==> src/design/hnpt_pkg.sv <==
// ----------------------------------------------------------------------------
// hnpt_pkg: shared types and codes for the heartbeat node presence table
// Holds the input item and result records, the command and status codes and
// the reset value of the timeout register.
// ----------------------------------------------------------------------------
package hnpt_pkg;

  // Command codes; any code with bit 1 set is treated as a lookup
  localparam logic [1:0] CMD_HEARTBEAT = 2'd0;
  localparam logic [1:0] CMD_SWEEP     = 2'd1;

  // Result status codes
  localparam logic [2:0] ST_REFRESHED  = 3'd0;
  localparam logic [2:0] ST_REGISTERED = 3'd1;
  localparam logic [2:0] ST_FULL       = 3'd2;
  localparam logic [2:0] ST_HIT        = 3'd3;
  localparam logic [2:0] ST_MISS       = 3'd4;
  localparam logic [2:0] ST_SWEPT      = 3'd5;

  // Timeout after reset, in milliseconds
  localparam logic [31:0] TIMEOUT_RESET = 32'd5000;

  // One input transaction
  typedef struct packed {
    logic [1:0]  command;
    logic [31:0] node_id;
    logic [31:0] now_ms;
  } item_t;

  // One result transaction
  typedef struct packed {
    logic [2:0] status;
    logic [2:0] slot_index;
    logic       evicted_any;
    logic [3:0] module_count;
  } result_t;

endpackage

==> src/design/hnpt_in_reg.sv <==
// ----------------------------------------------------------------------------
// hnpt_in_reg: input register stage
// Captures one input transaction and holds it until the table consumes it.
// ----------------------------------------------------------------------------
module hnpt_in_reg (
  input  logic           clk_i,
  input  logic           rst_ni,
  input  logic           in_valid_i,
  output logic           in_stall_o,
  input  hnpt_pkg::item_t item_i,
  input  logic           take_i,
  output logic           valid_o,
  output hnpt_pkg::item_t item_o
);
  import hnpt_pkg::*;

  logic  valid_q, valid_d;
  item_t item_q;
  logic  load;

  // Register is free when empty or when its content is consumed this cycle
  assign load       = !valid_q || take_i;
  assign in_stall_o = !load;
  assign valid_d    = load ? in_valid_i : valid_q;

  always_ff @(posedge clk_i or negedge rst_ni) begin
    if (!rst_ni) begin
      valid_q <= 1'b0;
    end else begin
      valid_q <= valid_d;
    end
  end

  // Payload, no reset
  always_ff @(posedge clk_i) begin
    if (load && in_valid_i) begin
      item_q <= item_i;
    end
  end

  assign valid_o = valid_q;
  assign item_o  = item_q;

endmodule

==> src/design/hnpt_table.sv <==
// ----------------------------------------------------------------------------
// hnpt_table: slot storage with combinational match, allocate and sweep
// Compares the item against all slots in parallel, picks the lowest matching
// or free slot, evaluates expiry per slot and updates the slots on fire_i.
// ----------------------------------------------------------------------------
module hnpt_table #(
  parameter int SLOTS = 8
) (
  input  logic              clk_i,
  input  logic              rst_ni,
  input  logic              fire_i,
  input  hnpt_pkg::item_t   item_i,
  input  logic [31:0]       timeout_ms_i,
  output hnpt_pkg::result_t res_o
);
  import hnpt_pkg::*;

  localparam int SlotW = (SLOTS > 1) ? $clog2(SLOTS) : 1;
  localparam int CntW  = $clog2(SLOTS + 1);

  logic [SLOTS-1:0] valid_q, valid_d;
  logic [31:0]      node_q [SLOTS];
  logic [31:0]      seen_q [SLOTS];

  logic [SLOTS-1:0] node_we, seen_we, expired;
  logic             hit_any, free_any;
  logic [SlotW-1:0] hit_idx, free_idx;
  logic [CntW-1:0]  count;
  logic [31:0]      elapsed;

  // Parallel match, free search and expiry check; lowest slot wins
  always_comb begin
    hit_any  = 1'b0;
    hit_idx  = '0;
    free_any = 1'b0;
    free_idx = '0;
    expired  = '0;
    elapsed  = '0;
    for (int i = SLOTS - 1; i >= 0; i--) begin
      if (valid_q[i] && (node_q[i] == item_i.node_id)) begin
        hit_any = 1'b1;
        hit_idx = SlotW'(i);
      end
      if (!valid_q[i]) begin
        free_any = 1'b1;
        free_idx = SlotW'(i);
      end
      elapsed    = item_i.now_ms - seen_q[i];
      expired[i] = valid_q[i] && (elapsed > timeout_ms_i);
    end
  end

  // Command decode, next slot state and count of valid slots after this item
  always_comb begin
    valid_d            = valid_q;
    node_we            = '0;
    seen_we            = '0;
    res_o.status       = ST_MISS;
    res_o.slot_index   = '0;
    res_o.evicted_any  = 1'b0;
    unique case (item_i.command)
      CMD_HEARTBEAT: begin
        if (hit_any) begin
          seen_we[hit_idx] = 1'b1;
          res_o.status     = ST_REFRESHED;
          res_o.slot_index = 3'(hit_idx);
        end else if (free_any) begin
          valid_d[free_idx] = 1'b1;
          node_we[free_idx] = 1'b1;
          seen_we[free_idx] = 1'b1;
          res_o.status      = ST_REGISTERED;
          res_o.slot_index  = 3'(free_idx);
        end else begin
          res_o.status = ST_FULL;
        end
      end
      CMD_SWEEP: begin
        valid_d           = valid_q & ~expired;
        res_o.evicted_any = |expired;
        res_o.status      = ST_SWEPT;
      end
      default: begin
        // lookup
        if (hit_any) begin
          res_o.status     = ST_HIT;
          res_o.slot_index = 3'(hit_idx);
        end
      end
    endcase
    count = '0;
    for (int i = 0; i < SLOTS; i++) begin
      count = count + CntW'(valid_d[i]);
    end
    res_o.module_count = 4'(count);
  end

  // Valid bits
  always_ff @(posedge clk_i or negedge rst_ni) begin
    if (!rst_ni) begin
      valid_q <= '0;
    end else if (fire_i) begin
      valid_q <= valid_d;
    end
  end

  // Slot payload, no reset
  always_ff @(posedge clk_i) begin
    for (int i = 0; i < SLOTS; i++) begin
      if (fire_i && node_we[i]) begin
        node_q[i] <= item_i.node_id;
      end
      if (fire_i && seen_we[i]) begin
        seen_q[i] <= item_i.now_ms;
      end
    end
  end

endmodule

==> src/design/hnpt_out_reg.sv <==
// ----------------------------------------------------------------------------
// hnpt_out_reg: result register stage
// Holds one result transaction until the receiver takes it.
// ----------------------------------------------------------------------------
module hnpt_out_reg (
  input  logic              clk_i,
  input  logic              rst_ni,
  input  logic              valid_i,
  input  hnpt_pkg::result_t res_i,
  output logic              ready_o,
  output logic              out_valid_o,
  input  logic              out_stall_i,
  output hnpt_pkg::result_t res_o
);
  import hnpt_pkg::*;

  logic    valid_q, valid_d;
  result_t res_q;

  // Accept a new result when empty or when the held one leaves this cycle
  assign ready_o = !valid_q || !out_stall_i;
  assign valid_d = ready_o ? valid_i : valid_q;

  always_ff @(posedge clk_i or negedge rst_ni) begin
    if (!rst_ni) begin
      valid_q <= 1'b0;
    end else begin
      valid_q <= valid_d;
    end
  end

  always_ff @(posedge clk_i) begin
    if (ready_o && valid_i) begin
      res_q <= res_i;
    end
  end

  assign out_valid_o = valid_q;
  assign res_o       = res_q;

endmodule

==> src/design/heartbeat_node_presence_table.sv <==
// ----------------------------------------------------------------------------
// heartbeat_node_presence_table: table of remote node slots
// Heartbeat, sweep and lookup commands over a small table of node slots.
// ----------------------------------------------------------------------------
// Usage:
//   Input channel (in_valid_i / in_stall_o) carries command_i, node_id_i and
//   now_ms_i. Command 0 registers or refreshes a node, 1 evicts slots older
//   than the timeout, 2 (and 3) look a node up.
//   Output channel (out_valid_o / out_stall_i) returns exactly one result
//   transaction per input transaction, in order.
//   Config channel (cfg_valid_i / cfg_ready_o) writes timeout_ms; it is
//   always ready and should only be written while the block is idle.
//   Path: an accepted transaction is held in the input register, and its
//   result is captured in the output register once that register has room.
//   Throughput: one transaction per cycle while the receiver does not stall;
//   the parallel match of all slots is combinational and all slot registers update together.
//   Reset clears all valid bits and loads a 5000 ms timeout.
//   When the receiver stalls, the result register holds; the input register
//   fills next and then in_stall_o rises until the result is taken.
// ----------------------------------------------------------------------------
module heartbeat_node_presence_table #(
  parameter int SLOTS = 8
) (
  input  logic        clk_i,
  input  logic        rst_ni,
  // input channel
  input  logic        in_valid_i,
  output logic        in_stall_o,
  input  logic [1:0]  command_i,
  input  logic [31:0] node_id_i,
  input  logic [31:0] now_ms_i,
  // output channel
  output logic        out_valid_o,
  input  logic        out_stall_i,
  output logic [2:0]  status_o,
  output logic [2:0]  slot_index_o,
  output logic        evicted_any_o,
  output logic [3:0]  module_count_o,
  // config channel
  input  logic        cfg_valid_i,
  output logic        cfg_ready_o,
  input  logic [31:0] cfg_data_i
);
  import hnpt_pkg::*;

  item_t       in_item, stage_item;
  result_t     table_res, out_res;
  logic        stage_valid, out_ready, fire;
  logic [31:0] timeout_q;

  // Timeout register
  assign cfg_ready_o = 1'b1;

  always_ff @(posedge clk_i or negedge rst_ni) begin
    if (!rst_ni) begin
      timeout_q <= TIMEOUT_RESET;
    end else if (cfg_valid_i && cfg_ready_o) begin
      timeout_q <= cfg_data_i;
    end
  end

  assign in_item.command = command_i;
  assign in_item.node_id = node_id_i;
  assign in_item.now_ms  = now_ms_i;

  // Item is processed when staged and the result register has room
  assign fire = stage_valid && out_ready;

  hnpt_in_reg u_in_reg (
    .clk_i      (clk_i),
    .rst_ni     (rst_ni),
    .in_valid_i (in_valid_i),
    .in_stall_o (in_stall_o),
    .item_i     (in_item),
    .take_i     (fire),
    .valid_o    (stage_valid),
    .item_o     (stage_item)
  );

  hnpt_table #(
    .SLOTS (SLOTS)
  ) u_table (
    .clk_i        (clk_i),
    .rst_ni       (rst_ni),
    .fire_i       (fire),
    .item_i       (stage_item),
    .timeout_ms_i (timeout_q),
    .res_o        (table_res)
  );

  hnpt_out_reg u_out_reg (
    .clk_i       (clk_i),
    .rst_ni      (rst_ni),
    .valid_i     (stage_valid),
    .res_i       (table_res),
    .ready_o     (out_ready),
    .out_valid_o (out_valid_o),
    .out_stall_i (out_stall_i),
    .res_o       (out_res)
  );

  assign status_o       = out_res.status;
  assign slot_index_o   = out_res.slot_index;
  assign evicted_any_o  = out_res.evicted_any;
  assign module_count_o = out_res.module_count;

endmodule

==> config.mk <==
export PLATFORM = sky130hd
export DESIGN_NAME = heartbeat_node_presence_table
export DESIGN_NICKNAME = d
export VERILOG_FILES = /design/src/design/hnpt_pkg.sv /design/src/design/hnpt_in_reg.sv /design/src/design/hnpt_table.sv /design/src/design/hnpt_out_reg.sv /design/src/design/heartbeat_node_presence_table.sv
export SDC_FILE = /design/constraint.sdc
export NUM_CORES = 2
export LEC_CHECK = 0
export BUFFER_PORTS_ARGS = -buffer_cell sky130_fd_sc_hd__buf_2
export CAP_MARGIN = 20
export CELL_PAD_IN_SITES_DETAIL_PLACEMENT = 1
export CELL_PAD_IN_SITES_GLOBAL_PLACEMENT = 1
export CORE_ASPECT_RATIO = 0.5
export CORE_MARGIN = 3
export CORE_UTILIZATION = 30
export CTS_CLUSTER_DIAMETER = 40
export DETAILED_ROUTE_END_ITERATION = 10
export PLACE_DENSITY = 0.61
export RECOVER_POWER = 25
export REMOVE_ABC_BUFFERS = 1
export SLEW_MARGIN = 20
export SYNTH_ARGS = -nofsm -noshare
export SYNTH_HDL_FRONTEND = slang
export SYNTH_SLANG_ARGS = --single-unit
==> constraint.sdc <==
create_clock -name clk_i -period 9.6 [get_ports clk_i]
set_input_delay 2.4 -clock clk_i [delete_from_list [all_inputs] [get_ports clk_i]]
set_output_delay 2.4 -clock clk_i [all_outputs]
set_load 0.005 [all_outputs]
Yosys cells after proc, flatten, opt, wreduce, memory -nomap -nowiden
Memory sizes are Yosys's and may differ from the RTL's.
Cells that the tools add are included.
Word-level totals
  flip-flop bits (word level): 119
  bits in writable memories: 512
  input port bits: 103
  output and inout bits: 14
  memories: 2
Operators by class
  add/sub/neg operators: 15
  order comparisons: 12
  equal/unequal tests: 9
  mux-type cells: 124
  bitwise logic cells: 3
  reduce and logical (&&, ||, !) cells: 58
Memories
  u_table.node_q: depth 8, width 32, rd ports 8, clocked after memory_dff 0, write ports 1, RTL line hnpt_table.sv:22  | logic [31:0] node_q [SLOTS];
  u_table.seen_q: depth 8, width 32, rd ports 8, clocked after memory_dff 0, write ports 1, RTL line hnpt_table.sv:23  | logic [31:0] seen_q [SLOTS];
Operator list (count)
  32-bit 2-to-1 mux: 14
  32-bit OR reduction: 14
  32-bit equality test: 8
  32-bit greater-than comparator: 8
  32-bit subtractor: 8
  3-bit 2-to-1 mux: 31
  1-bit 2-to-1 mux: 64
  8-bit 2-to-1 mux: 7
  1-bit logical AND: 36
  4-bit by 1-bit adder with 4-bit output: 6
  8-bit case mux with 2 select lines: 1
  3-bit case mux with 2 select lines: 2
  8-bit AND: 1
  3-bit by 4-bit less-than comparator with 1-bit output (second input constant): 2
  8-bit NOT: 1
  8-bit OR: 1
  8-bit OR reduction: 1
  1-bit demux with 3-bit select: 2
  3-bit by 1-bit >= comparator with 1-bit output (second input constant): 2
  6-bit 2-to-1 mux: 1
  5-bit 2-to-1 mux: 1
  1-bit zero test: 4
  1-bit by 1-bit adder with 2-bit output: 1
  2-bit by 1-bit equality test with 1-bit output (second input constant): 1
  other kinds (3): 4

Depth between registers and ports, before layout
An unclocked memory read counts as a cell.
  depth after elaboration: 28
  gate-level depth with buffers: 32
  mapped depth without buffers: 32

Cells and area by module
From an unflattened synthesis, not the netlist that was laid out.
Unflattened totals
  cells, all modules: 3787
  area, all modules: 41631.2 um^2
Modules (own cells, without submodules)
  hnpt_table: instances 1, cells each 3630, area each 37845.0 um^2, sequential area each 15574.9 um^2
  hnpt_in_reg: instances 1, cells each 71, area each 2039.5 um^2, sequential area each 2006.9 um^2
  heartbeat_node_presence_table: instances 1, cells each 71, area each 1368.8 um^2, sequential area each 807.0 um^2
  hnpt_out_reg: instances 1, cells each 15, area each 377.9 um^2, sequential area each 355.3 um^2

Worst setup path after synthesis
Ideal clock, no wire load.
  path type: input -> register
  start point: in out_stall_i
  end point: mem u_table.seen_q[3][4], in the netlist u_table.seen_q[0][100] (enable)
  arrival time: 7670 ps
  data required time: 9172 ps
  path slack: 1502 ps
  cell stages on the path: 6
  path buffers: 0
  path through: nand2_1 nand2_1 inv_1 nand2_1 nor4b_1 o21bai_1
On the way
  longest elaborated chain between the ends: 14
  elaborated cells on any way between the ends: 48
  those cells by class: 30 x mux; 18 x reduce/logical
Ends and longest elaborated chain
  from (decl): RTL line heartbeat_node_presence_table.sv:34  | input logic out_stall_i,
  1-bit zero test (*): RTL line hnpt_out_reg.sv:21  | assign ready_o = !valid_q || !out_stall_i;
  1-bit logical OR (*): RTL line hnpt_out_reg.sv:21
  1-bit logical AND (*): RTL line heartbeat_node_presence_table.sv:67  | assign fire = stage_valid && out_ready;
  named net fire: RTL line heartbeat_node_presence_table.sv:48  | logic stage_valid, out_ready, fire;
  1-bit logical AND: RTL line hnpt_table.sv:112  | if (fire_i && seen_we[i]) begin
  1-bit 2-to-1 mux: RTL line hnpt_table.sv:112
  1-bit 2-to-1 mux (implied by the code): RTL line hnpt_table.sv:113  | seen_q[i] <= item_i.now_ms;
  32-bit OR reduction (no line)
  3-bit 2-to-1 mux (no line) / 1-bit 2-to-1 mux (equally long branches) (7 in series)
  to (decl): RTL line hnpt_table.sv:23
Mark *: on every way through the listed nets, which the timed path passes. The rest lies on a longest branch.

==> flow_metrics.tcl <==
set metrics [dict create \
    syn_to_final_growth_pct 16.6 \
    synthTopCellsByCount "edfxtp_1 (589), ha_1 (507), inv_1 (350)" \
    synth-edff-count 589 \
    cp_common_cell "fa_1" \
    dp_hpwl_um 93000 \
    wl_per_cell_um 21.4 \
    antenna_left 0 \
    synthCells 3725 \
    p_sw_mw 2.70 \
    power_density_nw_per_um2 185 \
    postLayoutCoreUtil 0.354 \
    tns_ps 0 \
    whs_ps 528 \
    cap_viol_max_count 1 \
    port_buffers 115 \
    setup_ws_ps 748 \
    grt_pass1_wl_um 192000 \
    worstMarginPinSlew_ps 1570 \
    dr.pass1.iters 5 \
    clkLatencyLatePin_ps 710 \
    drv_slew 24 \
    hold_viol 0 \
    die_area_um2 142000 \
    finalSetupViolations 0 \
    arrival_ps 9310 \
    synthTopCellsByArea "edfxtp_1 (43%), ha_1 (15%), xnor2_1 (7.1%)" \
    via_count 30100 \
    hold_path.class "reg -> reg" \
    die_w_um 529 \
    synth_flop_cell "edfxtp_1" \
    drive_above_1_share 0.0992 \
    die_h_um 268 \
    seq_area_um2 18700 \
    rr_worst_depth 29 \
    p_int_mw 6.15 \
    swShare 0.305 \
    nFillCells 14900 \
    via_per_inst 5.14 \
    first_global_vias 32200 \
    yosysWarnings 0 \
    vdd_drop_max_uv 126 \
    ctsHtreeMaxLevel 3 \
    p_leak_nw 19.6 \
    p_seq_frac 0.365 \
    cts_buffer_depth 3 \
    status "finished, violations left" \
    max_freq_mhz 113 \
    cp.required_ps 10060 \
    max_slew_margin -0.0454 \
    grt_antenna_before_repair 2 \
    comb_power_share 0.199 \
    grt-ovfl-total 0 \
    fin_nets 4593 \
    yosys.area.top_type "edfxtp_1" \
    coreArea_um2 135000 \
    clk_pin_slew_worst_paths_ps 60 \
    cts_tree "yes" \
    multi_input_area_um2 20900 \
    async_flop_share 0.0666 \
    rsz0062_at_grt "false" \
    numCtsBuffers 102 \
    routabilityCongestion 0.855 \
    ys_ff_latch 631 \
    start_kind "flop" \
    grt_max_degree 64 \
    seq_area_frac_synth 0.457 \
    timing.final.crit_share 0.922 \
    postCtsHoldBufs 0 \
    std_cell_rows 95 \
    synth.distinct_cells 89 \
    num_io_pins 117 \
    holdPathStages 1 \
    clock_sinks 631 \
    drt-total-wl_um 125000 \
    cts_setup_buffers 0 \
    slowest_delay_ps 1160 \
    grt.total_usage 0.176 \
    yosysMostFrequentCell "edfxtp_1" \
    synth_top_area_share 0.431 \
    root_buffer "clkbuf_16" \
    fin_skew_ps 33.9 \
    violations "max-capacitance violations, max-slew violations" \
    drt_iter0_markers 1532 \
    critPathSlowestCell "clkbuf_1" \
    initial_utilization 0.304 \
    netlist_area_um2 41100 \
    end_kind "flop" \
    power.total_mw 8.86 \
    syn-mean-instance-area_um2 11.0 \
    clkPwrFrac 0.436 \
    critPathMaxFanout 23 \
    drc 0 \
    pre_cts_ws_ps 488 \
    critPathKind "reg -> reg" \
    final.min_clock_period_ps 8850 \
]
[cells by family (layout without fill, tap and decap cells)]
kind of cell               Yosys count  in the layout  share of synthesized area
adders and majority gates          519            519                      0.160
and+or+nand+nor                    772            772                     0.0957
muxes                                7              7                    0.00177
AOI/OAI and AO/OA                  913            913                      0.146
xor gates and xnor gates           476            476                      0.102
DFF                                631            631                      0.457
buffers and inverters              406            742                     0.0383
other                                1              3                  0.0000913
[worst paths after layout]
path                                               to                from  slack (ps)
worst max-delay path               u_out_reg.res_o[2]  u_in_reg.item_o[1]         750
worst min-delay path            u_out_reg.out_valid_o    u_in_reg.valid_o         530
worst max register to register     u_out_reg.res_o[2]  u_in_reg.item_o[1]         750
worst min register to register  u_out_reg.out_valid_o    u_in_reg.valid_o         530
max in group asynchronous       u_out_reg.out_valid_o              rst_ni        7200
min in group asynchronous               timeout_q[20]              rst_ni        1850
[metal layers]
metal | track usage | vias to the layer above | part of all wire
li1 | - | 14300 | -
met1 | 0.224 | 15200 | 0.45
met2 | 0.310 | 455 | 0.49
met3 | 0.0241 | 216 | 0.031
met4 | 0.0531 | 0 | 0.028
met5 | 0 | - | 0
[cells in the final DEF, fill, tap and decap left out, types with 35 or more instances in the layout]
cell type / instances
nand2b_1: 37
a21o_1: 185
edfxtp_1: 589
inv_1: 350
nand4_1: 105
nand2_1: 150
xor2_1: 145
nor4_1: 36
clkbuf_16: 104
nand3_1: 61
xnor2_1: 331
nor2_1: 168
nor2b_1: 54
buf_4: 46
o21a_1: 58
buf_2: 116
o21bai_1: 35
dfrtp_1: 37
ha_1: 507
nor3_1: 59
a21oi_1: 263
o21ai_0: 148
clkbuf_1: 45
[stage by stage]
stage	instances	area (um2)
after floorplan	3669	40800
after global placement	5659	44400
after detailed placement	5660	44400
after CTS	5854	48000
after global routing	5855	47900
final	5857	47900
[sequential cells by signal (all words and copies together), names as in the netlist]
signal	flops
u_table.node_q	256
u_in_reg.item_o	66
u_table.seen_q	256
timeout_q	32
u_table.valid_q	8
u_out_reg.res_o	11
u_in_reg.valid_o	1
u_out_reg.out_valid_o	1
[critical path, delay by kind of cell, from the launching register on]
family	cells	cell delay, ps
fa+ha+maj	7	2860
compound gates	11	2740
flops	1	380
simple gates	5	900
xor+xnor	2	300
buf+inv	4	1450
[cell type report]
cell class / count / share of cell area
clock buffers: 117 / 0.0560
flip-flops and latches: 631 / 0.392
clock inverters: 77 / 0.0187
repair buffers: 198 / 0.0225
diodes: 2 / 0.000105
well taps: 1794 / 0.0469
inverters: 350 / 0.0274
multi-input cells: 2688 / 0.437
[repair_timing]
item                                    CTS  global route
endpoints found under the hold margin     0             0
endpoints found under the setup margin    0             2
gates resized for setup                   0             1
[power by group through the flow]
stage                     sequential (mW)  clock (mW)  combinational, mW
after detailed placement             3.29           0               1.77
after CTS                            3.23        3.95               1.79
final                                3.23        3.86               1.77
after floorplan                      3.28           0               1.14
after global placement               3.28           0               1.71
after global routing                 3.24        4.07               1.98
No activity file was read; power rests on OpenSTA's default activity.
